===== config.mk =====
export PLATFORM = sky130hd
export DESIGN_NAME = hvc_colour
export DESIGN_NICKNAME = d
export VERILOG_FILES = /design/src/rtl/core/hvc_pkg.sv /design/src/rtl/core/hvc_colour.sv
export SDC_FILE = /design/constraint.sdc
export NUM_CORES = 1
export LEC_CHECK = 0
export BUFFER_PORTS_ARGS = -buffer_cell sky130_fd_sc_hd__buf_2
export CAP_MARGIN = 15
export CORE_MARGIN = 8
export CORE_UTILIZATION = 40
export CTS_CLUSTER_SIZE = 40
export DETAILED_ROUTE_END_ITERATION = 8
export PLACE_DENSITY = 0.59
export SYNTH_ARGS = -nofsm -noshare
export SYNTH_HDL_FRONTEND = slang
export SYNTH_SLANG_ARGS = --single-unit
export TNS_END_PERCENT = 50

===== constraint.sdc =====
create_clock -name clk_i -period 10.42 [get_ports clk_i]
set_input_delay 1.042 -clock clk_i [delete_from_list [all_inputs] [get_ports clk_i]]
set_output_delay 1.042 -clock clk_i [all_outputs]
set_load 0.02 [all_outputs]

===== src/rtl/core/hvc_pkg.sv =====
// Types, constants and colour table of the heat value colouriser
package hvc_pkg;

  localparam int unsigned VAL_W    = 16;
  localparam int unsigned DIST_W   = 24;
  localparam int unsigned RADIUS_W = 23;
  localparam int unsigned CH_W     = 8;
  localparam int unsigned T_W      = 17;  // Q1.16, 65536 is one
  localparam int unsigned DIV_STEPS = 17; // one quotient bit per stage
  localparam int unsigned NUM_W    = 32;  // opacity dividend
  localparam int unsigned DSH_W    = 40;  // shifted opacity divisor
  localparam int unsigned STOPS    = 8;

  localparam int unsigned CFG_IDX_W = 2;
  localparam logic [CFG_IDX_W-1:0] CFG_VAL_MIN = 2'd0;
  localparam logic [CFG_IDX_W-1:0] CFG_VAL_MAX = 2'd1;
  localparam logic [CFG_IDX_W-1:0] CFG_RADIUS  = 2'd2;
  localparam int unsigned CFG_DATA_W = 23;

  localparam logic signed [VAL_W-1:0] VAL_MIN_RST = -16'sd1760;
  localparam logic signed [VAL_W-1:0] VAL_MAX_RST = -16'sd1280;
  localparam logic [RADIUS_W-1:0]     RADIUS_RST  = 23'd1280;

  localparam logic [CH_W-1:0] ALPHA_FAR = 8'd52;

  // stop positions in twentieths
  localparam logic [4:0] STOP_POS [STOPS] = '{5'd0, 5'd3, 5'd6, 5'd9,
                                              5'd12, 5'd15, 5'd18, 5'd20};
  localparam logic [CH_W-1:0] STOP_RED [STOPS] = '{8'd48, 8'd40, 8'd20, 8'd90,
                                                   8'd220, 8'd251, 8'd200, 8'd122};
  localparam logic [CH_W-1:0] STOP_GRN [STOPS] = '{8'd18, 8'd120, 8'd230, 8'd245,
                                                   8'd235, 8'd145, 8'd30, 8'd4};
  localparam logic [CH_W-1:0] STOP_BLU [STOPS] = '{8'd59, 8'd240, 8'd200, 8'd60,
                                                   8'd27, 8'd5, 8'd10, 8'd3};

  typedef struct packed {
    logic signed [VAL_W-1:0] val_min;
    logic signed [VAL_W-1:0] val_max;
    logic [RADIUS_W-1:0]     radius;
  } cfg_t;

  // after clamp and range set-up
  typedef struct packed {
    logic                has_value;
    logic [VAL_W-1:0]    t_num;
    logic [VAL_W-1:0]    t_den;
    logic                far;
    logic [DIST_W-1:0]   near_dist;
    logic [RADIUS_W-1:0] radius;
  } front_t;

  // state carried through the divider stages
  typedef struct packed {
    logic              has_value;
    logic              far;
    logic [T_W-1:0]    t_rem;
    logic [VAL_W-1:0]  t_den;
    logic [T_W-1:0]    t_quo;
    logic [NUM_W-1:0]  a_rem;
    logic [DSH_W-1:0]  a_dsh;
    logic [CH_W-1:0]   a_quo;
  } div_t;

endpackage


===== src/rtl/core/hvc_colour.sv =====
// Output stages: segment pick, channel interpolation and result register
module hvc_colour import hvc_pkg::*; (
  input  logic            clk_i,
  input  logic            rst_ni,
  input  logic            in_valid_i,
  output logic            in_ready_o,
  input  div_t            in_data_i,
  output logic            out_valid_o,
  input  logic            out_ready_i,
  output logic [CH_W-1:0] red_o,
  output logic [CH_W-1:0] green_o,
  output logic [CH_W-1:0] blue_o,
  output logic [CH_W-1:0] opacity_o
);

  // stage 1: segment and offset into it
  logic            s1_valid_q, s1_ready;
  logic            s1_hv_d, s1_hv_q;
  logic [2:0]      s1_seg_d, s1_seg_q;
  logic [17:0]     s1_num_d, s1_num_q;
  logic [CH_W-1:0] s1_alpha_d, s1_alpha_q;
  logic [20:0]     t20, seg_base;

  always_comb begin
    t20 = {in_data_i.t_quo, 4'b0} + {2'b0, in_data_i.t_quo, 2'b0};
    s1_seg_d = 3'd7;
    for (int i = STOPS - 1; i >= 1; i--) begin
      if (t20 <= {STOP_POS[i], 16'b0}) begin
        s1_seg_d = 3'(i);
      end
    end
    seg_base   = {STOP_POS[s1_seg_d - 3'd1], 16'b0};
    s1_num_d   = 18'(t20 - seg_base);
    s1_hv_d    = in_data_i.has_value;
    s1_alpha_d = in_data_i.far ? ALPHA_FAR : in_data_i.a_quo;
  end

  // stage 2: slope times offset per channel
  logic                   s2_valid_q, s2_ready;
  logic                   s2_hv_q, s2_wide3_d, s2_wide3_q;
  logic [CH_W-1:0]        s2_alpha_q;
  logic [CH_W-1:0]        s2_base_d [3];
  logic [CH_W-1:0]        s2_base_q [3];
  logic signed [27:0]     s2_prod_d [3];
  logic signed [27:0]     s2_prod_q [3];
  logic [CH_W-1:0]        c_lo [3];
  logic [CH_W-1:0]        c_hi [3];
  logic signed [CH_W:0]   slope [3];
  logic [2:0]             seg_lo;

  always_comb begin
    seg_lo  = s1_seg_q - 3'd1;
    c_lo[0] = STOP_RED[seg_lo];
    c_lo[1] = STOP_GRN[seg_lo];
    c_lo[2] = STOP_BLU[seg_lo];
    c_hi[0] = STOP_RED[s1_seg_q];
    c_hi[1] = STOP_GRN[s1_seg_q];
    c_hi[2] = STOP_BLU[s1_seg_q];
    s2_wide3_d = (STOP_POS[s1_seg_q] - STOP_POS[seg_lo]) == 5'd3;
    for (int c = 0; c < 3; c++) begin
      slope[c]     = $signed({1'b0, c_hi[c]}) - $signed({1'b0, c_lo[c]});
      s2_prod_d[c] = slope[c] * $signed({1'b0, s1_num_q});
      s2_base_d[c] = c_lo[c];
    end
  end

  // stage 3: floor divide by segment length, add base, zero when no value
  logic               s3_valid_q;
  logic [CH_W-1:0]    s3_ch_d [3];
  logic [CH_W-1:0]    s3_ch_q [3];
  logic [CH_W-1:0]    s3_alpha_d, s3_alpha_q;
  logic [10:0]        y3 [3];
  logic [10:0]        z3 [3];
  logic [26:0]        zq [3];
  logic [10:0]        q3 [3];
  logic [10:0]        quo [3];

  always_comb begin
    for (int c = 0; c < 3; c++) begin
      // floor(x / 3) for small signed x via offset and reciprocal
      y3[c]  = s2_prod_q[c][26:16];
      z3[c]  = y3[c] + 11'd768;
      zq[c]  = 27'(z3[c]) * 27'd43691;
      q3[c]  = {1'b0, zq[c][26:17]} - 11'd256;
      quo[c] = s2_wide3_q ? q3[c] : s2_prod_q[c][27:17];
      s3_ch_d[c] = s2_hv_q ? (s2_base_q[c] + quo[c][CH_W-1:0]) : '0;
    end
    s3_alpha_d = s2_hv_q ? s2_alpha_q : '0;
  end

  assign s2_ready   = !s3_valid_q || out_ready_i;
  assign s1_ready   = !s2_valid_q || s2_ready;
  assign in_ready_o = !s1_valid_q || s1_ready;

  always_ff @(posedge clk_i or negedge rst_ni) begin
    if (!rst_ni) begin
      s1_valid_q <= 1'b0;
      s2_valid_q <= 1'b0;
      s3_valid_q <= 1'b0;
    end else begin
      if (in_ready_o) begin
        s1_valid_q <= in_valid_i;
      end
      if (s1_ready) begin
        s2_valid_q <= s1_valid_q;
      end
      if (s2_ready) begin
        s3_valid_q <= s2_valid_q;
      end
    end
  end

  always_ff @(posedge clk_i) begin
    if (in_ready_o && in_valid_i) begin
      s1_hv_q    <= s1_hv_d;
      s1_seg_q   <= s1_seg_d;
      s1_num_q   <= s1_num_d;
      s1_alpha_q <= s1_alpha_d;
    end
    if (s1_ready && s1_valid_q) begin
      s2_hv_q    <= s1_hv_q;
      s2_wide3_q <= s2_wide3_d;
      s2_alpha_q <= s1_alpha_q;
      s2_base_q  <= s2_base_d;
      s2_prod_q  <= s2_prod_d;
    end
    if (s2_ready && s2_valid_q) begin
      s3_ch_q    <= s3_ch_d;
      s3_alpha_q <= s3_alpha_d;
    end
  end

  assign out_valid_o = s3_valid_q;
  assign red_o       = s3_ch_q[0];
  assign green_o     = s3_ch_q[1];
  assign blue_o      = s3_ch_q[2];
  assign opacity_o   = s3_alpha_q;

endmodule


== Yosys cells after proc, flatten, opt, wreduce, memory -nomap -nowiden ==
Memory sizes are Yosys's and may differ from the RTL's.
Index checks and enable logic that the tools add are counted.

* Register bits: 180
* Latch bits: 0
* Bits in writable memories: 0
* Memory bits (read-only): 504
* Output and inout port bits: 34
* Memories kept: 9

* $add $sub $neg: 17
* $mul: 6
* Div/mod/pow operators: 0
* $lt $le $gt $ge: 9
* Eq/ne operators: 1
* Shift operators: 0
* Muxes and demuxes: 27
* Bitwise logic cells: 3
* Reductions and logical operators: 9

{| class="wikitable"
|+ Memories
! name !! depth !! bits a word !! rd ports !! clocked after memory_dff !! wr ports !! line !! RTL
|-
| (no name shown) || 8 || 8 || 1 || 0 || 0 || hvc_colour.sv:58 || <nowiki>c_hi[2] = STOP_BLU[s1_seg_q];</nowiki>
|-
| (no name shown) || 8 || 8 || 1 || 0 || 0 || hvc_colour.sv:57 || <nowiki>c_hi[1] = STOP_GRN[s1_seg_q];</nowiki>
|-
| (no name shown) || 8 || 8 || 1 || 0 || 0 || hvc_colour.sv:56 || <nowiki>c_hi[0] = STOP_RED[s1_seg_q];</nowiki>
|-
| (no name shown) || 8 || 8 || 1 || 0 || 0 || hvc_colour.sv:55 || <nowiki>c_lo[2] = STOP_BLU[seg_lo];</nowiki>
|-
| (no name shown) || 8 || 8 || 1 || 0 || 0 || hvc_colour.sv:54 || <nowiki>c_lo[1] = STOP_GRN[seg_lo];</nowiki>
|-
| (no name shown) || 8 || 8 || 1 || 0 || 0 || hvc_colour.sv:53 || <nowiki>c_lo[0] = STOP_RED[seg_lo];</nowiki>
|-
| +3 memories || -- || -- || -- || -- || -- || -- ||
|}

{| class="wikitable"
|+ Operator list
! cell !! number
|-
| two-way mux 8 bit || 15
|-
| multiplier 9 x 19 -> 27 bit || 3
|-
| multiplier 11 x 16 -> 25 bit (second input constant) || 3
|-
| <= comparator 21 x 20 -> 1 bit (second input constant) || 3
|-
| adder 11 x 10 -> 11 bit (second input constant) || 3
|-
| subtractor 8 x 8 -> 9 bit || 3
|-
| adder 8 bit || 3
|-
| subtractor 8 x 1 -> 8 bit (second input constant) || 3
|-
| adder 21 x 19 -> 21 bit || 1
|-
| <= comparator 21 x 18 -> 1 bit (second input constant) || 1
|-
| <= comparator 21 x 19 -> 1 bit (second input constant) || 1
|-
| <= comparator 21 bit (second input constant) || 1
|-
| two-way mux 5 bit || 4
|-
| subtractor 18 bit || 1
|-
| >= comparator 4 bit (second input constant) || 3
|-
| two-way mux 3 bit || 4
|-
| NOT 3 -> 4 bit || 3
|-
| two-way mux 2 bit || 3
|-
| subtractor 3 x 1 -> 3 bit (second input constant) || 2
|-
| == test 5 x 2 -> 1 bit (second input constant) || 1
|-
| subtractor 5 bit || 1
|-
| logical AND 1 bit || 3
|-
| zero test 1 bit || 3
|-
| logical OR 1 bit || 3
|-
| two-way mux 1 bit || 1
|}

== Logic depth before layout (Yosys ltp) ==
Gate-level depths: netlist of the first run.

* Depth in word-level cells: 14
* Gate-level depth with buffers: 34
* Depth with buffers taken out: 31

== Worst setup path before layout of the first run ==
Ideal clock, no wire load.

* Path kind: reg-to-reg
* From: register s1_seg_q[0]
* To: register s2_prod_q[82] in the netlist's numbering, data pin
* Data arrival time: 7.592 ns
* Path slack: 2.567 ns
* Stages on the path, launching flop included: 33
* Buffers on the path: 3
* Cells stage by stage: edfxtp_1 -> clkbuf_1 -> inv_1 -> ha_1 -> inv_1 -> ha_1 -> inv_1 -> clkbuf_1 -> nor2_1 -> ha_1 -> fa_1 -> o21ai_0 -> nand3_1 -> a21oi_1 -> o211ai_1 -> nand3b_1 -> clkbuf_1 -> fa_1 -> fa_1 -> fa_1 -> inv_1 -> fa_1 -> ha_1 -> ha_1 -> nor4b_1 -> nand4_1 -> a31o_2 -> a21oi_1 -> o31a_1 -> o211ai_1 -> a31oi_1 -> a21oi_1 -> xnor2_1

{| class="wikitable"
|+ RTL lines
! element !! line !! RTL
|-
| from (decl) || hvc_colour.sv:19 || <nowiki>logic [2:0] s1_seg_d, s1_seg_q;</nowiki>
|-
| from (signal assigned) || hvc_colour.sv:116 || <nowiki>s1_seg_q <= s1_seg_d;</nowiki>
|-
| to (signal assigned) || hvc_colour.sv:125 || <nowiki>s2_prod_q <= s2_prod_d;</nowiki>
|-
| to (decl) || hvc_colour.sv:45 || <nowiki>logic signed [27:0] s2_prod_q [3];</nowiki>
|}

==> metrics.txt, run 1 <==
status=complete, no violations; met2 GRT Util=27.9%; post-DP HPWL=48000 um; worst path bufs/invs=3; number of synthesized flops with an enable pin=125; Worst EP arrival=9.42 ns; # IOs=170; drt wl/cell=16.4 um; CP Launch Type=register; Layout Nets=3750; P&R area growth vs syn=7.50%; Finish-stage setup viols=0; synthesized netlist cell count=2704; number of global-route vias before repair=20300; TritonRoute pass-1 iters=5; Die ar.=0.0760 mm^2; fin. max-slew vios=0; Final Skew=0.0104 ns; share of layout cells above drive strength 1=6.63%; met1 usage=22.2%; Tmin final=9.20 ns; initial antenna violation count=0; CTS Buf Count=17; cts repair resizes=0; 1st-iter DRT viols=815; first-pass GRT wire length=101000 um; Vias per Instance=5.10; synthesized flop and latch total=128; DRC viols=0; total of max-cap violations=0; Worst-Margin Slew=1.14 ns; Hold Path Class=input port to async pin; H-tree levels=4; remaining antenna violation count=0; largest net degree at the start of global routing=66; synth unique cells=73; sequential-to-total area share from yosys stat=14.2%; Starting Density=40.3%; Slowest cell on crit path=edfxtp_1; Synth Area per Inst=9.97 um^2; Post-Syn Nets=3708; Tcrit/Tclk final=88.3%; Post-CTS Setup Inserts=0; predominant post-synthesis flop cell=edfxtp_1; hold buffer count at cts=0; top-count cell post-synth=inv_1; Post-Route WL=59600 um; setup TNS=0 ns; Synth top area share=31.2%; Setup crit end kind=register; Critical Path RT=10.64 ns; Core ar.=0.0669 mm^2; final hold vios=0; routing usage on met3=2.49%; CTS root buf=clkbuf_16; top cells by area, synth=fa_1 (31%), ha_1 (21%), edfxtp_1 (14%); commonest cells in the netlist=inv_1 (489), ha_1 (448), fa_1 (420), and2_1 (172), nor2_1 (142); clk slew on worst S/H paths=0.06 ns; CTS tree=built; GRT Util Overall=16.6%; vias=18500; chip height=276 um; fraction of registers with async set or reset after synthesis=2.34%; Worst path most repeated cell=fa_1; Rows=95; RSZ-0062 raised after global routing=false; Post-Synthesis Cell Area=0.0270 mm^2; Worst Setup Path Type=register to register; Worst slew margin=24.0%; GR peak layer=met2; f_max=109 MHz; gpl congestion=0.843; CP peak stage delay=0.86 ns; Yosys top cell by area=fa_1; clock latency on the worst-skew pair=0.47 ns; # clock sinks=128; grt ovf=0; Die Wd=276 um; CTS max path bufs=2; port buffer count=64; Antenna diodes=0; delay-heaviest family, CP=adder cells; crit path max fanout=22; R2R Setup Slk=1.22 ns; warning count from the yosys run=0
## through the flow
stage	instance area [um^2]	hold WS [ns]	worst slack [ns]	instances	util [%]
final	29000	0.352	1.22	3632	43.3
after global routing	29000	0.328	0.367	3632	43.3
after CTS	29000	0.307	1.29	3632	43.3
after detailed placement	28400	0.407	1.33	3600	42.4
after global placement	28400	0.401	1.53	3600	42.4
after floorplan	27000	0.400	2.57	2704	-
## registers in the layout, indices dropped and copies added, names as in the netlist
register / cells
red_o: 8
opacity_o: 8
out_valid_o: 1
s2_hv_q: 1
blue_o: 8
s1_seg_q: 3
s2_alpha_q: 8
s2_base_q: 22
green_o: 8
s2_valid_q: 1
s2_wide3_q: 1
s1_valid_q: 1
s2_prod_q: 33
s1_hv_q: 1
s1_alpha_q: 8
s1_num_q: 16
## kinds of logic after synthesis
kind of cell	share of synthesized area, %
adder cells (fa/ha/maj)	52.0
AND/OR/NAND/NOR	14.6
buffers and inverters	7.89
AO/OA/AOI/OAI	6.33
flip-flops	14.2
XOR/XNOR	3.76
multiplexers	1.17
## final timing paths
path	depth (start not counted)	start	to
min in group clk_i	0	s1_alpha_q[5]	s2_alpha_q[5]
worst max register to register	26	s1_seg_q[2]	s2_prod_q[52]
worst max-delay path	26	s1_seg_q[2]	s2_prod_q[52]
worst min-delay path	1	rst_ni	out_valid_o
max in group asynchronous	1	rst_ni	s2_valid_q
worst min register to register	0	s1_alpha_q[5]	s2_alpha_q[5]
## worst reg2reg max path: cells and delay by family, from the launching register on
family | cells | cell delay, ns
AO/OA/AOI/OAI | 9 | 2.10
XOR/XNOR | 1 | 0.08
flip-flops | 1 | 0.86
AND/OR/NAND/NOR | 5 | 1.24
adder cells (fa/ha/maj) | 8 | 3.68
buffers and inverters | 3 | 0.97
## cell usage in the layout, fill, tap and decap left out, types with 80 or more instances in the layout
cell type,count
xnor2_1,80
nor2_1,142
nand2b_1,94
nor2b_1,87
ha_1,448
nand2_1,126
and2_1,171
inv_1,489
fa_1,420
edfxtp_1,125
## layout make-up
class	count	area (um^2)
sequential	128	3830
fill	6317	37900
inverter	490	1840
multi-input combinational	2009	21000
tap	873	1090
clock inverter	15	173
clock buffer	17	425
timing repair buffer	100	591
## routing by layer
| metal | share of wire, % | vias to the layer above |
|---|---|---|
| met5 | 0 | - |
| met4 | 1.4 | 0 |
| met3 | 5.1 | 53 |
| met2 | 48 | 387 |
| met1 | 46 | 9317 |
| li1 | - | 8779 |
Power of run 1 is left out: the tool's default activity adds up to more than one toggle a clock period on the data nets, which glitch-free logic cannot reach.
==> run 2, diff against run 1 <==
CTS_BUF_LIST = sky130_fd_sc_hd__clkbuf_8   (was not set)
PLACE_DENSITY = 0.64   (was 0.59)
==> metrics.txt, run 2 (synthesis results as in run 1) <==
worst path bufs/invs=4; CTS Buf Count=17; CP peak stage delay=0.84 ns; drt wl/cell=15.5 um; Critical Path RT=10.67 ns; vias=18300; number of flip-flops in the largest register=33; DRC viols=0; setup TNS=0 ns; CTS max path bufs=2; Tcrit/Tclk final=86.8%; Worst-Margin Slew=1.20 ns; Worst Setup Path Type=register to register; cts repair resizes=0; Post-Route WL=56500 um; fin. max-slew vios=0; # IOs=170; Core ar.=0.0669 mm^2; Slowest cell on crit path=edfxtp_1; H-tree levels=4; Largest Register=s2_prod_q; Vias per Instance=5.03; Tmin final=9.04 ns; clock latency on the worst-skew pair=0.53 ns; most frequent cells in the layout=inv_1 (489), ha_1 (448), fa_1 (420), and2_1 (171), nor2_1 (142); TritonRoute pass-1 iters=5; # fillers=6449; GRT Util Overall=15.6%; gpl congestion=0.843; Worst EP arrival=9.29 ns; Worst slew margin=20.1%; Rows=95; Final Skew=0.0319 ns; grt ovf=0; largest registers=s2_prod_q x33, s2_base_q x22, s1_num_q x16; CP Launch Type=register; clk slew on worst S/H paths=0.11 ns; number of global-route vias before repair=19100; CTS tree=built; chip height=276 um; largest net degree at the start of global routing=66; Starting Density=40.3%; f_max=111 MHz; crit path max fanout=15; total of max-cap violations=0; post-DP HPWL=45300 um; Post-CTS Setup Inserts=0; share of layout cells above drive strength 1=6.63%; initial antenna violation count=0; CTS root buf=clkbuf_8; port buffer count=64; Finish-stage setup viols=0; Die Wd=276 um; # clock sinks=128; status=complete, no violations; final worst setup slack=1.38 ns; remaining antenna violation count=0; first-pass GRT wire length=96100 um; R2R Setup Slk=1.38 ns; most common cell after layout, fill and taps aside=inv_1; Setup crit end kind=register; Die ar.=0.0760 mm^2; P&R area growth vs syn=6.71%; Setup WS pre-CTS=1.58 ns; Layout Nets=3753; final hold vios=0; 1st-iter DRT viols=784; RSZ-0062 raised after global routing=false; delay-heaviest family, CP=adder cells; Hold Path Class=input port to async pin; hold buffer count at cts=0
## run 2: path summary, 6_finish.rpt
check	startpoint	to	depth (start not counted)
worst max-delay path	s1_seg_q[1]	s2_prod_q[82]	30
worst min-delay path	rst_ni	out_valid_o	1
worst max register to register	s1_seg_q[1]	s2_prod_q[82]	30
worst min register to register	s1_alpha_q[0]	s2_alpha_q[0]	0
max in group asynchronous	rst_ni	s2_valid_q	1
min in group clk_i	s1_alpha_q[0]	s2_alpha_q[0]	0
## run 2: area by class of cell
cell class	instances	area, um^2	area share, %
Antenna cell	1	2.50	0.00870
Inverter	490	1840	6.39
Timing Repair Buffer	103	613	2.13
Clock inverter	15	146	0.509
Tap cell	873	1090	3.80
Clock buffer	17	234	0.813
Sequential cell	128	3830	13.3
Multi-Input combinational cell	2009	21000	73.0
## run 2: per-stage QoR
| step | hold slack (ns) | util (%) | cells | instance area (um^2) |
|---|---|---|---|---|
| floorplan | 0.400 | - | 2704 | 27000 |
| finish | 0.313 | 43.0 | 3636 | 28800 |
| detailed placement | 0.405 | 42.4 | 3603 | 28400 |
| global route | 0.265 | 43.0 | 3635 | 28800 |
| global placement | 0.402 | 42.4 | 3603 | 28400 |
| CTS | 0.266 | 43.0 | 3635 | 28800 |
## run 2: metal layers
layer  vias up  GRT usage, %  wire (um)
met5         -             0          0
met4         0          3.41        824
met3        53          2.53       2620
met1      9117          22.1      27400
li1       8804             -          -
met2       318          25.1      25700
## run 2: worst reg2reg max path, delay by kind of cell (launching register included)
| family | cells | cell delay (ns) |
|---|---|---|
| adders and majority gates | 10 | 3.83 |
| AOI/OAI and AO/OA | 11 | 2.13 |
| buffers and inverters | 4 | 1.03 |
| DFF | 1 | 0.84 |
| and+or+nand+nor | 4 | 0.76 |
| xor gates and xnor gates | 1 | 0.16 |
Power of run 2 is left out for the same reason.
==> run 3, diff against run 2 <==
CORE_ASPECT_RATIO = 0.6   (was not set)
PLACE_DENSITY = 0.63   (was 0.64)
==> metrics.txt, run 3 (synthesis results as in run 1) <==
largest net degree at the start of global routing=66; share of layout cells above drive strength 1=6.62%; total of max-cap violations=0; Layout Nets=3757; Final Skew=0.0176 ns; cell count of the worst reg-to-reg path=30; CTS max path bufs=2; GRT Util Overall=16.3%; remaining antenna violation count=0; # IOs=170; vias=18600; CTS Buf Count=17; Die Wd=351 um; CTS tree=built; R2R Setup Slk=1.45 ns; port buffer count=64; Rows=73; largest registers=s2_prod_q x33, s2_base_q x22, s1_num_q x16; setup TNS=0 ns; CP peak stage delay=0.71 ns; Largest Register=s2_prod_q; Worst Hold Margin=0.343 ns; number of global-route vias before repair=20400; Vias per Instance=5.07; dpl cells=3633; Core ar.=0.0664 mm^2; most common cell after layout, fill and taps aside=inv_1; Critical Path RT=10.64 ns; initial antenna violation count=1; status=complete, no violations; # fillers=6310; CP Launch Type=register; 1st-iter DRT viols=1107; Worst Setup Path Type=register to register; Worst R2R Start=s1_seg_q[1]; Die ar.=0.0762 mm^2; first-pass GRT wire length=102000 um; CTS root buf=clkbuf_8; Worst path most repeated cell=ha_1; Starting Density=40.6%; chip height=217 um; # clock sinks=128; Antenna diodes=0; crit path max fanout=16; Slowest cell on crit path=nor2_1; TritonRoute pass-1 iters=5; non-filler cells, final=3666; final hold vios=0; Worst-Margin Slew=1.12 ns; Hold Path Class=input port to async pin; Post-CTS Setup Inserts=0; DRC viols=0; H-tree levels=4; f_max=111 MHz; RSZ-0062 raised after global routing=false; Finish-stage setup viols=0; Worst EP arrival=9.20 ns; gpl congestion=0.881; P&R area growth vs syn=6.92%; grt ovf=0; Tcrit/Tclk final=86.1%; number of flip-flops in the largest register=33; Worst slew margin=25.6%; hold buffer count at cts=0; post-DP HPWL=49700 um; fin. max-slew vios=0; drt wl/cell=16.4 um; Post-Route WL=60100 um; most frequent cells in the layout=inv_1 (489), ha_1 (448), fa_1 (420), and2_1 (170), nor2_1 (142); clock latency on the worst-skew pair=0.48 ns; Tmin final=8.97 ns; cts repair resizes=0; clk slew on worst S/H paths=0.08 ns; Setup crit end kind=register; Crit Reg-Reg Endpoint=s2_prod_q[21]
run 3: changes by cell type in the layout (fill, tap and decap cells not counted), moves of 2 or more:
cell       previous run  this run
clkinv_8              2         0
inv_6                 6         3
bufinv_16             0         2
buf_4                39        43
clkinv_1              1         6
inv_8                 3         0
clkinv_4              0         2
run 3: routing by layer:
metal	global-route usage [%]	routed length (um)	vias up
li1	-	-	8797
met3	2.80	3010	48
met5	0	0	-
met1	23.4	29600	9345
met4	2.59	551	0
met2	26.1	26900	380
run 3: layout make-up:
cell class	count	area [um^2]	share of cell area [%]
Multi-Input combinational cell	2009	21000	72.9
Sequential cell	128	3830	13.3
Inverter	490	1840	6.38
Tap cell	900	1130	3.91
Timing Repair Buffer	107	643	2.23
Clock buffer	17	234	0.812
Clock inverter	15	143	0.495
run 3: metrics by stage:
step                      instance area, um^2  util [%]  setup WS (ns)
final                                   28800      43.4           1.45
after global routing                    28800      43.4          0.718
after CTS                               28800      43.4           1.50
after detailed placement                28400      42.8           1.50
after global placement                  28400      42.8           1.72
after floorplan                         27000         -           2.57
run 3: worst max-delay path: cells and delay by family, from the launching register on:
kind / cells / cell delay [ns]
AO/OA/AOI/OAI: 10 / 2.28
adder cells (fa/ha/maj): 9 / 3.60
flip-flops: 1 / 0.38
XOR/XNOR: 1 / 0.13
buffers and inverters: 5 / 0.96
AND/OR/NAND/NOR: 5 / 1.36
run 3: how the worst max path moves through the flow:
stage	from	endpoint	slack [ns]	depth (start not counted)
after floorplan	s1_seg_q[0]	s2_prod_q[82]	2.57	32
after CTS	s1_seg_q[1]	s2_prod_q[52]	1.50	29
after detailed placement	s1_seg_q[1]	s2_prod_q[52]	1.50	29
final	s1_seg_q[1]	s2_prod_q[21]	1.45	30
after global routing	s1_seg_q[1]	s2_prod_q[21]	0.72	31
after global placement	s1_seg_q[1]	s2_prod_q[53]	1.72	27
Power of run 3 is left out for the same reason.
